File: config.mk
export PLATFORM = sky130hd
export DESIGN_NAME = isort_cell
export DESIGN_NICKNAME = d
export VERILOG_FILES = /design/src/rtl/insertion_sorter_assert.svh /design/src/rtl/isort_pkg.sv /design/src/rtl/isort_cell.sv
export SDC_FILE = /design/constraint.sdc
export NUM_CORES = 1
export LEC_CHECK = 0
export BUFFER_PORTS_ARGS = -buffer_cell sky130_fd_sc_hd__buf_4
export CORE_MARGIN = 3
export CORE_UTILIZATION = 45
export DETAILED_ROUTE_END_ITERATION = 8
export PLACE_DENSITY = 0.86
export SLEW_MARGIN = 10
export SYNTH_ARGS = -nofsm -noshare
export SYNTH_HDL_FRONTEND = slang
export SYNTH_SLANG_ARGS = --single-unit
File: constraint.sdc
create_clock -name aclk -period 8.2 [get_ports aclk]
set_clock_uncertainty 0.05 [all_clocks]
set_input_delay 0 -clock aclk [delete_from_list [all_inputs] [get_ports aclk]]
set_output_delay 0 -clock aclk [all_outputs]
set_load 0.02 [all_outputs]
File: src/rtl/insertion_sorter_assert.svh
// Assertion macros for the insertion sorter RTL, used by its controller.
`ifndef INSERTION_SORTER_ASSERT_SVH
`define INSERTION_SORTER_ASSERT_SVH

// Same-cycle implication, checked outside reset.
`define ISORT_ASSERT_NOW(label, clk, rst_n, ante, cons, msg) \
    label: assert property (@(posedge clk) disable iff (!(rst_n)) (ante) |-> (cons)) \
        else $error(msg);

// Next-cycle implication, checked outside reset.
`define ISORT_ASSERT_NEXT(label, clk, rst_n, ante, cons, msg) \
    label: assert property (@(posedge clk) disable iff (!(rst_n)) (ante) |=> (cons)) \
        else $error(msg);

`endif

File: src/rtl/isort_pkg.sv
// Shared types and constants of the insertion sorter.
package isort_pkg;

    localparam int DATA_W = 32;

    typedef logic signed [DATA_W-1:0] word_t;

    // Per-cycle commands from the controller to every cell.
    typedef struct packed {
        logic insert;
        logic shift;
    } ctl_t;

    typedef enum logic {
        ST_FILL,
        ST_DRAIN
    } state_t;

endpackage

File: src/rtl/isort_cell.sv
// One cell of the insertion chain: holds one stored word.
module isort_cell #(
    parameter int IDX   = 0,
    parameter int CNT_W = 7
) (
    input  logic                aclk,
    input  isort_pkg::ctl_t     ctl,
    input  logic [CNT_W-1:0]    count,
    input  isort_pkg::word_t    new_value,
    input  isort_pkg::word_t    below_value,
    input  logic                below_gt,
    input  isort_pkg::word_t    above_value,
    output isort_pkg::word_t    value,
    output logic                gt
);

    isort_pkg::word_t value_reg;
    isort_pkg::word_t value_next;
    logic             occupied;
    logic             at_fill;

    assign occupied = (count > CNT_W'(IDX));
    assign at_fill  = (count == CNT_W'(IDX));
    assign gt       = occupied && (value_reg > new_value);

    always_comb begin
        value_next = value_reg;
        if (ctl.insert && (gt || at_fill)) begin
            // take the neighbor's word if it moves up too, else the new word
            value_next = below_gt ? below_value : new_value;
        end else if (ctl.shift) begin
            value_next = above_value;
        end
    end

    always_ff @(posedge aclk) begin
        value_reg <= value_next;
    end

    assign value = value_reg;

endmodule

==> summary.md <==
## Setup path
- CP Max Fanout: 32
- cell-by-cell listing of the critical path: ha_1 -> nand4_1 -> or4_4 -> nor3_1 -> o21ai_0 -> o311ai_4 -> buf_4 -> or2_2
- nature of the critical path startpoint: register
- delay of the slowest critical-path stage: 0.70 ns
- worst endpoint data arrival time: 3.77 ns
- slowest cell on the critical path: or2_2
- buffers plus inverters on the worst setup path: 1
- start-to-end type of the worst setup path: reg -> reg
- kind of end point of the critical path: register
- Data required, critical path: 8.06 ns
- category of cells accounting for the largest share of critical-path delay: simple AND/OR/NAND/NOR gates

## Synthesis
- Syn Inst Count: 265
- post-synth top area cell: edfxtp_1
- area share of the leading cell type in the synthesized netlist: 0.3594
- most frequently used flop master after synthesis: edfxtp_1
- Post-Synthesis Cell Area: 2674 µm²
- leading cell types by count after synthesis: 41 x nand2_1, 36 x o21ai_0, 35 x inv_1, 32 x edfxtp_1, 32 x ha_1
- Yosys reg bits: 32
- Synth warnings: 0
- EDFF count, synth: 32
- sequential element share of the synthesized area: 0.3594
- async set-or-reset flop fraction in the synthesized netlist: 0
- average size of a mapped cell: 10.09 µm²
- most repeated cell in the gate-level netlist after synthesis: nand2_1
- top cells by area, synth: edfxtp_1 36%, mux2_4 16%, ha_1 15%
- syn nets: 404
- number of distinct library cells after synthesis: 26

## Finish
- number of antenna diodes: 0
- fraction of final layout cells with drive strength greater than 1: 0.4207
- number of flip-flops in the largest register: 32
- signed area change from the synthesized netlist to the final layout: 55.40%
- nets@finish: 573
- non-filler instance count after layout: 507

## Global route
- overall global routing resource usage: 0.2238
- initial antenna violation count: 0
- first-pass GRT wire length: 12560 µm
- aggregate global routing overflow: 0
- pin count of the biggest net entering global routing: 64
- via count of the first global-routing pass: 2710

## Pwr
- Power Dens Cells: 176.9 nW/µm²
- Static Leak: 2.049 nW
- worst-case vdd ir drop: 0.0001277 V

## Floorplan
- top-level I/O count: 140
- area of the core: 5642 µm²
- floorplan die width: 83.09 µm
- Die Outline Area: 6903 µm²
- effective utilization at floorplan: 0.4739
- std cell rows: 27
- height of the die: 83.09 µm

## STA
- Highest Clock Rate: 0.2554 GHz
- Setup Total Neg Slack: 0 ns
- count of final hold-check violations: 0
- Tcrit/Tclk final: 0.4774
- Max-Slew Margin vs Limit: 0.3474
- setup repair after global routing missed its margin: no
- shortest clock period the worst path allows after layout: 3.915 ns
- Max Transition Viols Final: 0
- final-report setup violation count: 0
- transition at the pin with the smallest max-transition slack: 0.9766 ns

## Detailed routing
- detailed-router iteration count before antenna repair: 4
- Detail Route Antenna Nets: 0
- detailed router's first-iteration violation count: 94
- Detailed Route WL: 7769 µm
- routed vias: 2584
- drt via density: 5.097
- post-route DRC violation count: 0
- WL/cell: 15.32 µm

## Outcome
- run status: complete, no violations

## CTS
- clock network latency to the later pin of the worst-skew pair: 0.28 ns
- maximum buffer depth of the clock tree: 2
- clock-pin slew of the registers on the worst-case setup and hold paths: 0.06 ns
- TritonCTS clock tree: built
- CTS H-tree lvls: 2
- Post-CTS Setup Inserts: 0
- number of instances resized during post-cts repair: 0
- number of buffers added by the clock tree synthesis step: 5
- # clock sinks: 32
- CTS Root Cell: clkbuf_8
- hold_buf cts: 32

## Place
- count of input and output buffers: 139
- placed wire-length estimate: 5874 µm
- gp weighted congestion: 0.8554
- instance count after placement with tap cells included: 467

## Hold path
- worst min-delay path category: in -> reg

## Run
- reported max-cap violation count: 0

-- placed cells by master (no fill, tap or decap) --
cell           instances
nor2b_1                1
buf_4                140
mux2_4                29
clkbuf_1               2
nor2_4                 1
clkbuf_8               5
dlygate4sd3_1         32
nand2_1               41
edfxtp_1              32
ha_1                  32
nor2_1                 2
clkinv_1               1
nor4_1                 1
a21oi_1               16
a22oi_2                1
mux2_2                 4
inv_1                 35
or2_2                  1
o311ai_4               1
or4_1                  2
nand4_1                8
a2111o_1               1
nor3_1                 3
nor4b_1                1
o211ai_1               2
or4_4                  1
nand3_1                3
a221oi_1               1
o21ai_0               36
-- stage by stage --
step	area (µm²)	power (mW)	setup slack, ns	hold WS (ns)	utilization
4_1_cts	4155	0.7385	4.250	0.07231	0.7365
2_1_floorplan	2674	0.4785	4.937	0.1679	-
3_3_place_gp	3755	0.6006	4.384	0.2518	0.6656
6_report	4155	0.7349	4.285	0.07949	0.7365
3_5_place_dp	3755	0.6111	4.269	0.2538	0.6656
5_1_grt	4155	0.7798	3.992	0.08690	0.7365
-- kinds of logic after synthesis --
group	share of synthesized area
adders and majority gates	0.1497
AOI/OAI and AO/OA	0.1249
muxes	0.1797
buffers and inverters	0.07160
DFF	0.3594
and+or+nand+nor	0.1146
-- routing by layer --
layer  vias to the layer above  part of all wire  track usage
met5                         -                 0            0
met4                         0             0.015      0.05646
met3                        13             0.077      0.06647
met2                       111              0.51       0.4162
met1                      1172              0.40       0.2466
li1                       1288                 -            -
-- final timing paths --
check / depth (start not counted) / end / startpoint / slack [ns]
max: 8 / value[2] / value[31] / 4.29
min: 4 / value[21] / below_value[21] / 0.08
max reg2reg: 8 / value[2] / value[31] / 4.29
min reg2reg: 3 / value[6] / value[31] / 1.28
-- worst reg2reg max path: cells and delay by family (launching register included) --
kind / cells / cell delay [ns]
AND/OR/NAND/NOR: 4 / 1.68
buffers and inverters: 1 / 0.49
AO/OA/AOI/OAI: 2 / 0.48
adder cells (fa/ha/maj): 1 / 0.43
flip-flops: 1 / 0.39
-- power breakdown --
part           switching [mW]  total [mW]  leakage (nW)  internal, mW
sequential             0.0217       0.253         0.321         0.231
combinational           0.179       0.366          1.69         0.188
clock                  0.0568       0.116        0.0399        0.0590
-- cell type report --
cell class	count	area [µm²]
inverter	35	131.4
sequential	32	960.9
fill	405	1486
timing repair buffer	172	1371
tap	72	90.09
clock buffer	7	76.32
clock inverter	1	3.754
multi-input combinational	188	1521
Power figures use the tool's default switching activity.
