==> src/rtl/insertion_sorter_assert.svh <==
// Assertion macros for the insertion sorter RTL, used by its controller.
`ifndef INSERTION_SORTER_ASSERT_SVH
`define INSERTION_SORTER_ASSERT_SVH

// Same-cycle implication, checked outside reset.
`define ISORT_ASSERT_NOW(label, clk, rst_n, ante, cons, msg) \
    label: assert property (@(posedge clk) disable iff (!(rst_n)) (ante) |-> (cons)) \
        else $error(msg);

// Next-cycle implication, checked outside reset.
`define ISORT_ASSERT_NEXT(label, clk, rst_n, ante, cons, msg) \
    label: assert property (@(posedge clk) disable iff (!(rst_n)) (ante) |=> (cons)) \
        else $error(msg);

`endif

==> src/rtl/isort_pkg.sv <==
// Shared types and constants of the insertion sorter.
package isort_pkg;

    localparam int DATA_W = 32;

    typedef logic signed [DATA_W-1:0] word_t;

    // Per-cycle commands from the controller to every cell.
    typedef struct packed {
        logic insert;
        logic shift;
    } ctl_t;

    typedef enum logic {
        ST_FILL,
        ST_DRAIN
    } state_t;

endpackage

==> src/rtl/isort_ctrl.sv <==
// Fill/drain controller of the insertion sorter: count, overflow and handshakes.
`include "insertion_sorter_assert.svh"

module isort_ctrl #(
    parameter int CAPACITY = 64,
    parameter int CNT_W    = 7
) (
    input  logic                aclk,
    input  logic                aresetn,
    input  logic                s_tvalid,
    output logic                s_tready,
    input  logic                s_tlast,
    output logic                m_tvalid,
    input  logic                m_tready,
    output logic                run_end,
    output logic                overflowed,
    output isort_pkg::ctl_t     ctl,
    output logic [CNT_W-1:0]    count
);

    isort_pkg::state_t state_reg;
    isort_pkg::state_t state_next;
    logic [CNT_W-1:0]  count_reg;
    logic [CNT_W-1:0]  count_next;
    logic              dropped_reg;
    logic              dropped_next;
    logic              full;
    logic              out_word;

    assign full     = (count_reg == CNT_W'(CAPACITY));
    assign out_word = m_tvalid && m_tready;

    always_ff @(posedge aclk) begin
        if (!aresetn) begin
            state_reg   <= isort_pkg::ST_FILL;
            count_reg   <= '0;
            dropped_reg <= 1'b0;
        end else begin
            state_reg   <= state_next;
            count_reg   <= count_next;
            dropped_reg <= dropped_next;
        end
    end

    always_comb begin
        state_next   = state_reg;
        count_next   = count_reg;
        dropped_next = dropped_reg;
        s_tready     = 1'b0;
        m_tvalid     = 1'b0;
        ctl.insert   = 1'b0;
        ctl.shift    = 1'b0;
        case (state_reg)
            isort_pkg::ST_FILL: begin
                s_tready = 1'b1;
                if (s_tvalid) begin
                    if (full) begin
                        dropped_next = 1'b1;
                    end else begin
                        ctl.insert = 1'b1;
                        count_next = count_reg + CNT_W'(1);
                    end
                    if (s_tlast) begin
                        state_next = isort_pkg::ST_DRAIN;
                    end
                end
            end
            isort_pkg::ST_DRAIN: begin
                m_tvalid = 1'b1;
                if (m_tready) begin
                    // advance the chain toward cell 0
                    ctl.shift  = 1'b1;
                    count_next = count_reg - CNT_W'(1);
                    if (count_reg == CNT_W'(1)) begin
                        state_next   = isort_pkg::ST_FILL;
                        dropped_next = 1'b0;
                    end
                end
            end
            default: begin
                state_next = isort_pkg::ST_FILL;
            end
        endcase
    end

    assign run_end    = (count_reg == CNT_W'(1));
    assign overflowed = dropped_reg;
    assign count      = count_reg;

    `ISORT_ASSERT_NOW(a_count_in_range, aclk, aresetn, 1'b1, count_reg <= CNT_W'(CAPACITY), "fill count past capacity")
    `ISORT_ASSERT_NOW(a_drain_not_empty, aclk, aresetn, m_tvalid, count_reg != '0, "drain with empty store")
    `ISORT_ASSERT_NOW(a_sides_exclusive, aclk, aresetn, s_tready, !m_tvalid, "fill and drain at once")
    `ISORT_ASSERT_NEXT(a_batch_closed, aclk, aresetn, out_word && run_end, (count_reg == '0) && !dropped_reg && s_tready, "batch not closed after last word")

endmodule

==> config.mk <==
export PLATFORM = sky130hd
export DESIGN_NAME = isort_ctrl
export DESIGN_NICKNAME = d
export VERILOG_FILES = /design/src/rtl/isort_pkg.sv /design/src/rtl/isort_ctrl.sv
export VERILOG_INCLUDE_DIRS = /design/src /design/src/rtl
export SDC_FILE = /design/constraint.sdc
export NUM_CORES = 1
export LEC_CHECK = 0
export ABC_CLOCK_PERIOD_IN_PS = 1900
export BUFFER_PORTS_ARGS = -buffer_cell sky130_fd_sc_hd__buf_2
export CORE_MARGIN = 3
export CORE_UTILIZATION = 41
export CTS_CLUSTER_DIAMETER = 50
export DETAILED_ROUTE_END_ITERATION = 12
export GPL_ROUTABILITY_DRIVEN = 1
export PLACE_DENSITY_LB_ADDON = 0.05
export SYNTH_ARGS = -nofsm -noshare
export SYNTH_HDL_FRONTEND = slang
export SYNTH_SLANG_ARGS = --single-unit
==> constraint.sdc <==
create_clock -name aclk -period 1.9 [get_ports aclk]
set_input_delay 0.38 -clock aclk [delete_from_list [all_inputs] [get_ports aclk]]
set_output_delay 0.38 -clock aclk [all_outputs]
set_load 0.1 [all_outputs]
==> summary.md, run 1 <==
| Metric | Value |
|---|---|
| Arrival @ worst endpoint | roughly 1400 ps |
| FMAX | between 0.5 and 0.6 GHz |
| Count leader, synth | dfxtp_1 |
| Final WL | roughly 1.3 mm |
| Skew final | approximately 2.5 ps |
| Largest cells by area after synthesis | dfxtp_1 30%, ha_1 8.4%, mux2i_1 5.1%, inv_1 4.4%, a21oi_1 3.4% |
| Final hold slack | 410.6 ps |
| Synth top cells by count | 9 x dfxtp_1, 7 x inv_1, 5 x nand2_1 |
| Initial antenna violation count | 0 |
| Yosys top cell by area | dfxtp_1 |
| Simple-gate share of the synthesized area | about 25% |
| Num CTS Buffers | 3 |
| IO Pins | 18 |
| # diodes | 0 |
| Pin count of the biggest net entering global routing | 13 |
| Avg WL per Cell | 12.99 µm |
| Max FFs per register | 7 |
| Post-synth top area share | between 30% and 40% |
| Worst path required time | between 1500 and 2000 ps |
| Die ar. | a little under 2000 µm² |
| Maximum fanout along the worst path | 7 |
| Adder-cell share of the synthesized area | ~8.4% |
| Post-synth EDFFs | 0 |
| Setup crit start kind | flop |
| Minimum clock period | around 1800 ps |
| DRT iter0 DRCs | 7 |
| Mapped cell area | roughly 600 µm² |
| Xor and xnor area share after synthesis | between 2 and 3% |
| Detailed-route DRC error count | 0 |
| Setup crit end kind | primary output |
| CP cell instances | inv_4 -> ha_4 -> and3_4 -> nor3b_4 -> buf_12 |
| Antenna viol nets, final | 0 |
| Global route overflow | 0 |
| Compound-cell area share of the yosys netlist | 18.74% |
| Mapped Avg Cell Area | a little under 9 µm² |
| Vias in the first global route | about 530 |
| PortBufs | 17 |
| Pwr/cell area | 908.0 nW/µm² |
| Fin. Hold Viols | 0 |
| Initial Util | between 40% and 50% |
| Layout area overhead | 37.26% |
| GRT busiest layer | met2 |
| RSZ-0062 raised after global routing | false |
| CTS tree | yes |
| Core area | 1334 µm² |
| Met2 Use GR | about 29% |
| Root buffer cell | clkbuf_4 |
| Synth cell types | 32 |
| H-tree Lvls | 1 |
| CP max stage delay | ~390 ps |
| Worst-Skew Late Latency | between 200 and 300 ps |
| HPWL after DPL | 1.047 mm |
| FP Rows | 13 |
| First-pass GRT wire length | about 2.3 mm |
| Sink Count | 9 |
| Net count after synthesis | 77 |
| Min setup slack post-route | roughly 84 ps |
| Primary FF master, synth | dfxtp_1 |
| Vias per Instance | around 5.3 |
| Layout cell share with drive strength beyond 1 | between 40 and 50% |
| Total of max-cap violations | 0 |
| Worst-Margin Slew | 491.3 ps |
| Synthesized flop and latch total | 9 |
| Nets | 98 |
| Final Max Tran Viols | 0 |
| Placer Congestion | approximately 0.74 |
| Drt first pass iters | 4 |
| Die Height | ~44 µm |
| Sequential share of the synthesized area | between 30% and 40% |
| Reg clk slew, reported paths | 60 ps |
| Largest family of logic cells by synthesized area | simple AND/OR/NAND/NOR gates |
| Total track usage | between 15 and 20% |
| Async S/R FF share, synth | 0% |
| Clock Path Buffers | 2 |
| Min-Delay Path Class | primary input to flop |
| Met3 usage | ~6.1% |
| Final core occ | around 61% |
| Slowest CP cell | dfxtp_4 |
| Met1 usage | a little under a fifth |
| Max_slew headroom | between 60% and 70% |
| Peak VDD IR | between 0.5 and 0.6 mV |
| Die Span X | 44.08 µm |
| Via count | 551 |
| Worst setup path class | flop to primary output |
| Crit share post-route | a little over nine tenths |
| Leak | 0.3476 nW |
| Synth warn | 0 |
| Final setup fails | 0 |
| Synthesized netlist cell count | 68 |
| Mux cell area share after synthesis | between 6 and 7% |
| Status | completed |
| Place WS | approximately 330 ps |
-- what timing repair did --
action,in CTS,in global routing
resized for setup,0,1
hold buffers,0,0
endpoints found under the setup margin,0,2
buffers inserted,0,0
-- report_power, final --
| part | internal (W) | switching, W | total [W] |
|---|---|---|---|
| clock | 0.0000805 | 0.0000595 | 0.000140 |
| sequential | 0.000207 | 0.0000354 | 0.000243 |
| combinational | 0.000108 | 0.000251 | 0.000358 |
| total | 0.000395 | 0.000346 | 0.000741 |
-- placed cells by master, fill, tap and decap left out, types with 2 or more instances in the layout --
cell type,count
dfxtp_2,2
inv_1,4
nand2_1,5
inv_4,2
a21oi_1,4
xnor2_1,2
buf_12,2
o21ai_0,2
clkbuf_4,3
ha_1,3
buf_2,15
dfxtp_4,6
a21o_1,2
mux2i_1,3
a211oi_1,2
nand3_1,4
nor2_1,3
nand2b_1,2
-- kinds of logic (layout without fill, tap and decap cells) --
family,after synthesis,after routing
AOI/OAI and AO/OA,16,16
xor gates and xnor gates,2,2
muxes,4,4
and+or+nand+nor,24,24
DFF,9,9
buffers and inverters,9,29
adders and majority gates,4,4
-- worst max-delay path, delay by kind of cell (launching register included) --
family	cells	cell delay, ps
simple gates	2	390
buf+inv	2	250
fa+ha+maj	1	150
flops	1	390
-- layout make-up --
cell class | instances | area, µm²
timing repair buffer | 18 | 122.6
tap | 15 | 18.77
multi-input combinational | 50 | 407.9
fill | 116 | 518.0
inverter | 7 | 35.03
sequential | 9 | 205.2
clock buffer | 4 | 26.28
-- routing by layer --
metal	part of all wire (%)	up-vias
met2	50	12
met3	4.7	0
met5	0	-
met4	0	0
met1	45	258
li1	-	281
-- through the flow --
stage                     area (µm²)  TNS, ps  instances  total power, W
final                          815.8        0        103       0.0007408
after global routing           815.8        0        103       0.0007842
after floorplan                658.1   -276.1         68       0.0005307
after CTS                      807.0        0        103       0.0007467
after global placement         780.7        0         99       0.0005979
after detailed placement       780.7        0         99       0.0006016
-- worst paths after layout --
check | startpoint | to | slack, ps | cells past startpoint
min reg2reg | count[6] | count[6] | 500 | 2
min | aresetn | count[4] | 410 | 3
max reg2reg | state_reg | count[3] | 370 | 4
max | count[0] | ctl[1] | 80 | 5
(Power assumes the default switching activity.)
==> run 2, diff against run 1 <==
--- a/config.mk
+++ b/config.mk
@@ -6,13 +6,15 @@
 export SDC_FILE = /design/constraint.sdc
 export NUM_CORES = 1
 export LEC_CHECK = 0
-export ABC_CLOCK_PERIOD_IN_PS = 1900
+export ABC_CLOCK_PERIOD_IN_PS = 2000
 export BUFFER_PORTS_ARGS = -buffer_cell sky130_fd_sc_hd__buf_2
 export CORE_MARGIN = 3
 export CORE_UTILIZATION = 41
+export CTS_BUF_LIST = sky130_fd_sc_hd__clkbuf_2 sky130_fd_sc_hd__clkbuf_4 sky130_fd_sc_hd__clkbuf_8
 export CTS_CLUSTER_DIAMETER = 50
 export DETAILED_ROUTE_END_ITERATION = 12
 export GPL_ROUTABILITY_DRIVEN = 1
+export HOLD_SLACK_MARGIN = 0.1
 export PLACE_DENSITY_LB_ADDON = 0.05
 export SYNTH_ARGS = -nofsm -noshare
 export SYNTH_HDL_FRONTEND = slang
==> constraint.sdc (replaced) <==
create_clock -name aclk -period 2 [get_ports aclk]
set_input_delay 0.4 -clock aclk [delete_from_list [all_inputs] [get_ports aclk]]
set_output_delay 0.4 -clock aclk [all_outputs]
set_load 0.1 [all_outputs]
==> summary.md, run 2 (synthesis gave the netlist of run 1 again) <==
| Metric | Value |
|---|---|
| Status | completed |
| Minimum clock period | ~1900 ps |
| Commonest cells after routing, fill and taps aside | 15 x buf_2, 6 x dfxtp_4, 5 x nand2_1 |
| HPWL after DPL | between 1 and 1.5 mm |
| Die Height | 44.08 µm |
| Root buffer cell | clkbuf_4 |
| DRT iter0 DRCs | 14 |
| Worst-Margin Slew | between 400 and 500 ps |
| Layout area overhead | 36.42% |
| Worst-Skew Late Latency | between 200 and 300 ps |
| Final Max Tran Viols | 0 |
| Vias in the first global route | between 500 and 600 |
| Peak VDD IR | between 0.5 and 0.6 mV |
| Detailed-route DRC error count | 0 |
| Total of max-cap violations | 0 |
| Layout cell share with drive strength beyond 1 | 47.73% |
| Worst reg2reg startpoint | count[0] |
| Placer Congestion | roughly 0.74 |
| Leak | roughly 0.35 nW |
| Die Span X | around 44 µm |
| Max_slew headroom | 67.48% |
| Crit path max-delay family | simple AND/OR/NAND/NOR gates |
| First-pass GRT wire length | ~2.2 mm |
| Arrival @ worst endpoint | approximately 1500 ps |
| R2r worst-path depth | 6 |
| Min-Delay Path Class | primary input to flop |
| Final setup fails | 0 |
| Part of the power in registers | a little under a third |
| Skew final | ~6.5 ps |
| Maximum fanout along the worst path | 8 |
| Worst reg2reg setup slack | about 440 ps |
| Reg clk slew, reported paths | 60 ps |
| RSZ-0062 raised after global routing | false |
| Pin count of the biggest net entering global routing | 13 |
| Num CTS Buffers | 3 |
| Clk pwr share | ~22% |
| CTS tree | yes |
| PortBufs | 17 |
| Cell Count, Final, Fillers Out | 103 |
| Sink Count | 9 |
| Final core occ | between 60% and 70% |
| Slowest CP cell | dfxtp_4 |
| Nets | between 90 and 100 |
| Hold EP | count[6] |
| Antenna viol nets, final | 0 |
| Clock Path Buffers | 2 |
| WHS Path Cells | 3 |
| Final WL | between 1 and 1.5 mm |
| Global route overflow | 0 |
| Fill cells | approximately 130 |
| Bufs and invs on worst path | 1 |
| Crit share post-route | 93.33% |
| Switch Pwr | about 0.00034 W |
| Setup crit end kind | primary output |
| Worst setup path class | flop to primary output |
| Total track usage | 15.87% |
| RR Endpoint | count[6] |
| CP cell instances | nor4_2 -> and3_4 -> nor3b_4 -> buf_12 |
| H-tree Lvls | 1 |
| Sum Neg Setup Slack | 0 ps |
| Die ar. | 1943 µm² |
| Place WS | approximately 420 ps |
| # diodes | 0 |
| Post_cts resized | 0 |
| Hold Startpoint | aresetn |
| Initial antenna violation count | 0 |
| Min setup slack post-route | about 130 ps |
| Pint | between 0.0003 and 0.0004 W |
| Worst path required time | around 1600 ps |
| Switching part of the total | roughly 47% |
| Core area | between 1000 and 1500 µm² |
| CP max stage delay | around 370 ps |
| IO Pins | 18 |
| Fin. Hold Viols | 0 |
| Combinational Power Share | ~47% |
| Drt first pass iters | 5 |
| DP Cell Count | 99 |
| Hold buffer count at CTS | 0 |
| Setup crit start kind | flop |
| Vias per Instance | between 5 and 6 |
| Pwr/cell area | between 800 and 900 nW/µm² |
| Via count | roughly 560 |
| Total Power | between 0.0007 and 0.0008 W |
| FP Rows | 13 |
| Initial Util | between 40% and 50% |
| Total setup buffers inserted after CTS | 0 |
| FMAX | 0.5357 GHz |
| Max FFs per register | 7 |
| Commonest non-fill, non-tap cell in the layout | buf_2 |
| Avg WL per Cell | around 13 µm |
## run 2: cell counts in the layout (fill, tap and decap cells not counted)
Identical to the previous run, type by type.
## run 2: power by group through the flow
stage	combinational [W]	sequential, W	clock [W]
2_1_floorplan	0.000171	0.000333	0
3_3_place_gp	0.000337	0.000231	0
3_5_place_dp	0.000341	0.000232	0
4_1_cts	0.000341	0.000228	0.000164
5_1_grt	0.000359	0.000231	0.000173
6_report	0.000339	0.000228	0.000158
## run 2: final cells by class
class                      instances  area (µm²)  area share, %
timing repair buffer              18       122.6          15.12
clock buffer                       4       30.03          3.704
inverter                           7       35.03          4.321
tap                               15       18.77          2.315
multi-input combinational         50       399.1          49.23
sequential                         9       205.2          25.31
## run 2: worst min-delay path, delay by kind of cell
kind	cells	cell delay, ps
and+or+nand+nor	1	60
muxes	1	60
buffers and inverters	1	120
## run 2: routing by layer
| layer | up-vias | wire length (µm) | GRT usage [%] |
|---|---|---|---|
| li1 | 284 | - | - |
| met2 | 11 | 616 | 24.71 |
| met3 | 2 | 74 | 7.724 |
| met4 | 0 | 9 | 6.627 |
| met1 | 258 | 625 | 18.50 |
| met5 | - | 0 | 0 |
## run 2: stage by stage
stage / hold WS (ps) / area (µm²)
6_report: 422.6 / 810.8
5_1_grt: 428.9 / 810.8
4_1_cts: 416.8 / 810.8
3_5_place_dp: 488.0 / 780.7
3_3_place_gp: 477.9 / 780.7
2_1_floorplan: 540.1 / 658.1
## run 2: worst max-delay path by stage
stage / start / end / slack (ps) / depth (start not counted)
6_report: count[4] / ctl[1] / 130 / 4
4_1_cts: count[4] / ctl[1] / 130 / 4
5_1_grt: count[4] / ctl[1] / 70 / 4
3_3_place_gp: count[4] / ctl[1] / 420 / 4
2_1_floorplan: count[1] / ctl[1] / -200 / 4
3_5_place_dp: count[0] / ctl[1] / 420 / 5
==> run 3, diff against run 2 <==
--- a/config.mk
+++ b/config.mk
@@ -16,6 +16,7 @@
 export GPL_ROUTABILITY_DRIVEN = 1
 export HOLD_SLACK_MARGIN = 0.1
 export PLACE_DENSITY_LB_ADDON = 0.05
+export SETUP_SLACK_MARGIN = 0.5
 export SYNTH_ARGS = -nofsm -noshare
 export SYNTH_HDL_FRONTEND = slang
 export SYNTH_SLANG_ARGS = --single-unit
==> summary.md, run 3 (synthesis gave the netlist of run 1 again) <==
| Metric | Value |
|---|---|
| Drt first pass iters | 4 |
| Fin. Hold Viols | 0 |
| Max_slew headroom | roughly two thirds |
| Reg clk slew, reported paths | 60 ps |
| Leak | 0.3957 nW |
| Crit share post-route | between 80% and 90% |
| Vias in the first global route | 517 |
| Hold Startpoint | aresetn |
| CP max stage delay | roughly 360 ps |
| Die Height | 44.08 µm |
| Slowest CP cell | dfxtp_4 |
| DRT iter0 DRCs | 10 |
| First-pass GRT wire length | about 2.3 mm |
| Final Max Tran Viols | 0 |
| Setup crit end kind | primary output |
| Total of max-cap violations | 0 |
| Core area | ~1300 µm² |
| Pin count of the biggest net entering global routing | 12 |
| Initial antenna violation count | 0 |
| WHS Path Cells | 3 |
| Avg WL per Cell | roughly 14 µm |
| RR Endpoint | count[3] |
| Detailed-route DRC error count | 0 |
| Hold EP | count[6] |
| Placer Congestion | between 0.7 and 0.8 |
| IO Pins | 18 |
| Final core occ | a little over two thirds |
| Layout cell share with drive strength beyond 1 | 56.38% |
| Commonest cells after routing, fill and taps aside | 11 x buf_4, 8 x buf_2, 7 x dfxtp_4 |
| Met2 Use GR | ~23% |
| Multi-input logic area | between 400 and 500 µm² |
| Max FFs per register | 7 |
| Peak VDD IR | slightly below 0.6 mV |
| GRT busiest layer | met2 |
| Maximum fanout along the worst path | 3 |
| Worst setup path class | flop to primary output |
| H-tree Lvls | 1 |
| Initial Util | between 40 and 50% |
| Total track usage | between 10% and 20% |
| R2r worst-path depth | 5 |
| Via count | ~580 |
| CP cell instances | nor4_4 -> and3_4 -> nor3b_4 -> buf_12 |
| FMAX | 0.5560 GHz |
| Reg area | around 210 µm² |
| PortBufs | 17 |
| Skew final | approximately 2.3 ps |
| RSZ-0062 raised after global routing | true |
| Worst-Margin Slew | between 400 and 500 ps |
| Status | completed |
| Worst path required time | between 1500 and 2000 ps |
| Global route overflow | 0 |
| Final WL | between 1 and 1.5 mm |
| Cell Count, Final, Fillers Out | between 100 and 150 |
| Die ar. | between 1500 and 2000 µm² |
| Met3 usage | just over 6% |
| Minimum clock period | roughly 1800 ps |
| Die Span X | around 44 µm |
| Final hold slack | between 400 and 500 ps |
| FP Rows | 13 |
| Vias per Instance | approximately 5.4 |
| # diodes | 0 |
| Min-Delay Path Class | primary input to flop |
| Worst reg2reg setup slack | 530 ps |
| Pwr/cell area | roughly 840 nW/µm² |
| Final setup fails | 0 |
| HPWL after DPL | between 1 and 1.5 mm |
| Worst-Skew Late Latency | about 270 ps |
| Nets | ~100 |
| Hold buffer count at CTS | 0 |
| Met1 usage | a little over a fifth |
| CTS tree | yes |
| Setup crit start kind | flop |
| Arrival @ worst endpoint | between 1000 and 1500 ps |
| Num CTS Buffers | 3 |
| Layout area overhead | 56.84% |
| Fill cells | roughly 110 |
| DP Cell Count | 99 |
| Root buffer cell | clkbuf_4 |
| Antenna viol nets, final | 0 |
| Worst reg2reg startpoint | count[0] |
| Sink Count | 9 |
| Commonest non-fill, non-tap cell in the layout | buf_4 |
| Clock Path Buffers | 2 |
## run 3: cell count changes in the layout (fill, tap and decap cells not counted), sizes merged
cell / previous run / this run
buf: 18 / 22
clkbuf: 4 / 6
clkinvlp: 1 / 2
inv: 6 / 5
## run 3: worst max path at each step
stage | cells after the start | end | startpoint
2_1_floorplan | 4 | ctl[1] | count[1]
3_3_place_gp | 5 | ctl[1] | count[0]
3_5_place_dp | 5 | ctl[1] | count[0]
4_1_cts | 4 | ctl[1] | count[4]
5_1_grt | 4 | ctl[1] | count[5]
6_report | 4 | ctl[1] | count[4]
## run 3: layer usage
metal / up-vias / share of wire [%]
met4: 0 / 3.2
met5: - / 0
li1: 295 / -
met1: 271 / 44
met3: 6 / 4.2
met2: 12 / 49
## run 3: timing repair
action                     4_1_cts  5_1_grt
pin swaps                        4        1
setup endpoints to repair        9       15
resized for setup                9        6
setup buffers                    5        1
## run 3: through the flow
| stage | worst slack [ps] | power [W] | instance area (µm²) | setup TNS [ps] |
|---|---|---|---|---|
| floorplan | -196.1 | 0.0005193 | 695.7 | -196.1 |
| global route | 128.4 | 0.0008239 | 932.1 | 0 |
| detailed placement | 439.1 | 0.0005838 | 810.8 | 0 |
| global placement | 447.5 | 0.0005807 | 810.8 | 0 |
| finish | 201.4 | 0.0007824 | 932.1 | 0 |
| CTS | 159.4 | 0.0007765 | 904.6 | 0 |
## run 3: area by class of cell
class / instances / area share, %
multi-input combinational: 50 / 47.65
sequential: 9 / 22.28
timing repair buffer: 24 / 20.67
inverter: 7 / 4.161
clock buffer: 4 / 3.221
tap: 15 / 2.013
## run 3: critical path: cells and delay by family (launching register included)
family	cells	cell delay [ps]
buffers and inverters	1	160
flip-flops	1	360
AND/OR/NAND/NOR	3	610
## run 3: power breakdown
group / switching, W / leakage (nW) / total, W / internal [W]
clock: 0.0000693 / 0.0184 / 0.000160 / 0.0000908
combinational: 0.000261 / 0.298 / 0.000401 / 0.000139
sequential: 0.0000259 / 0.0789 / 0.000222 / 0.000196
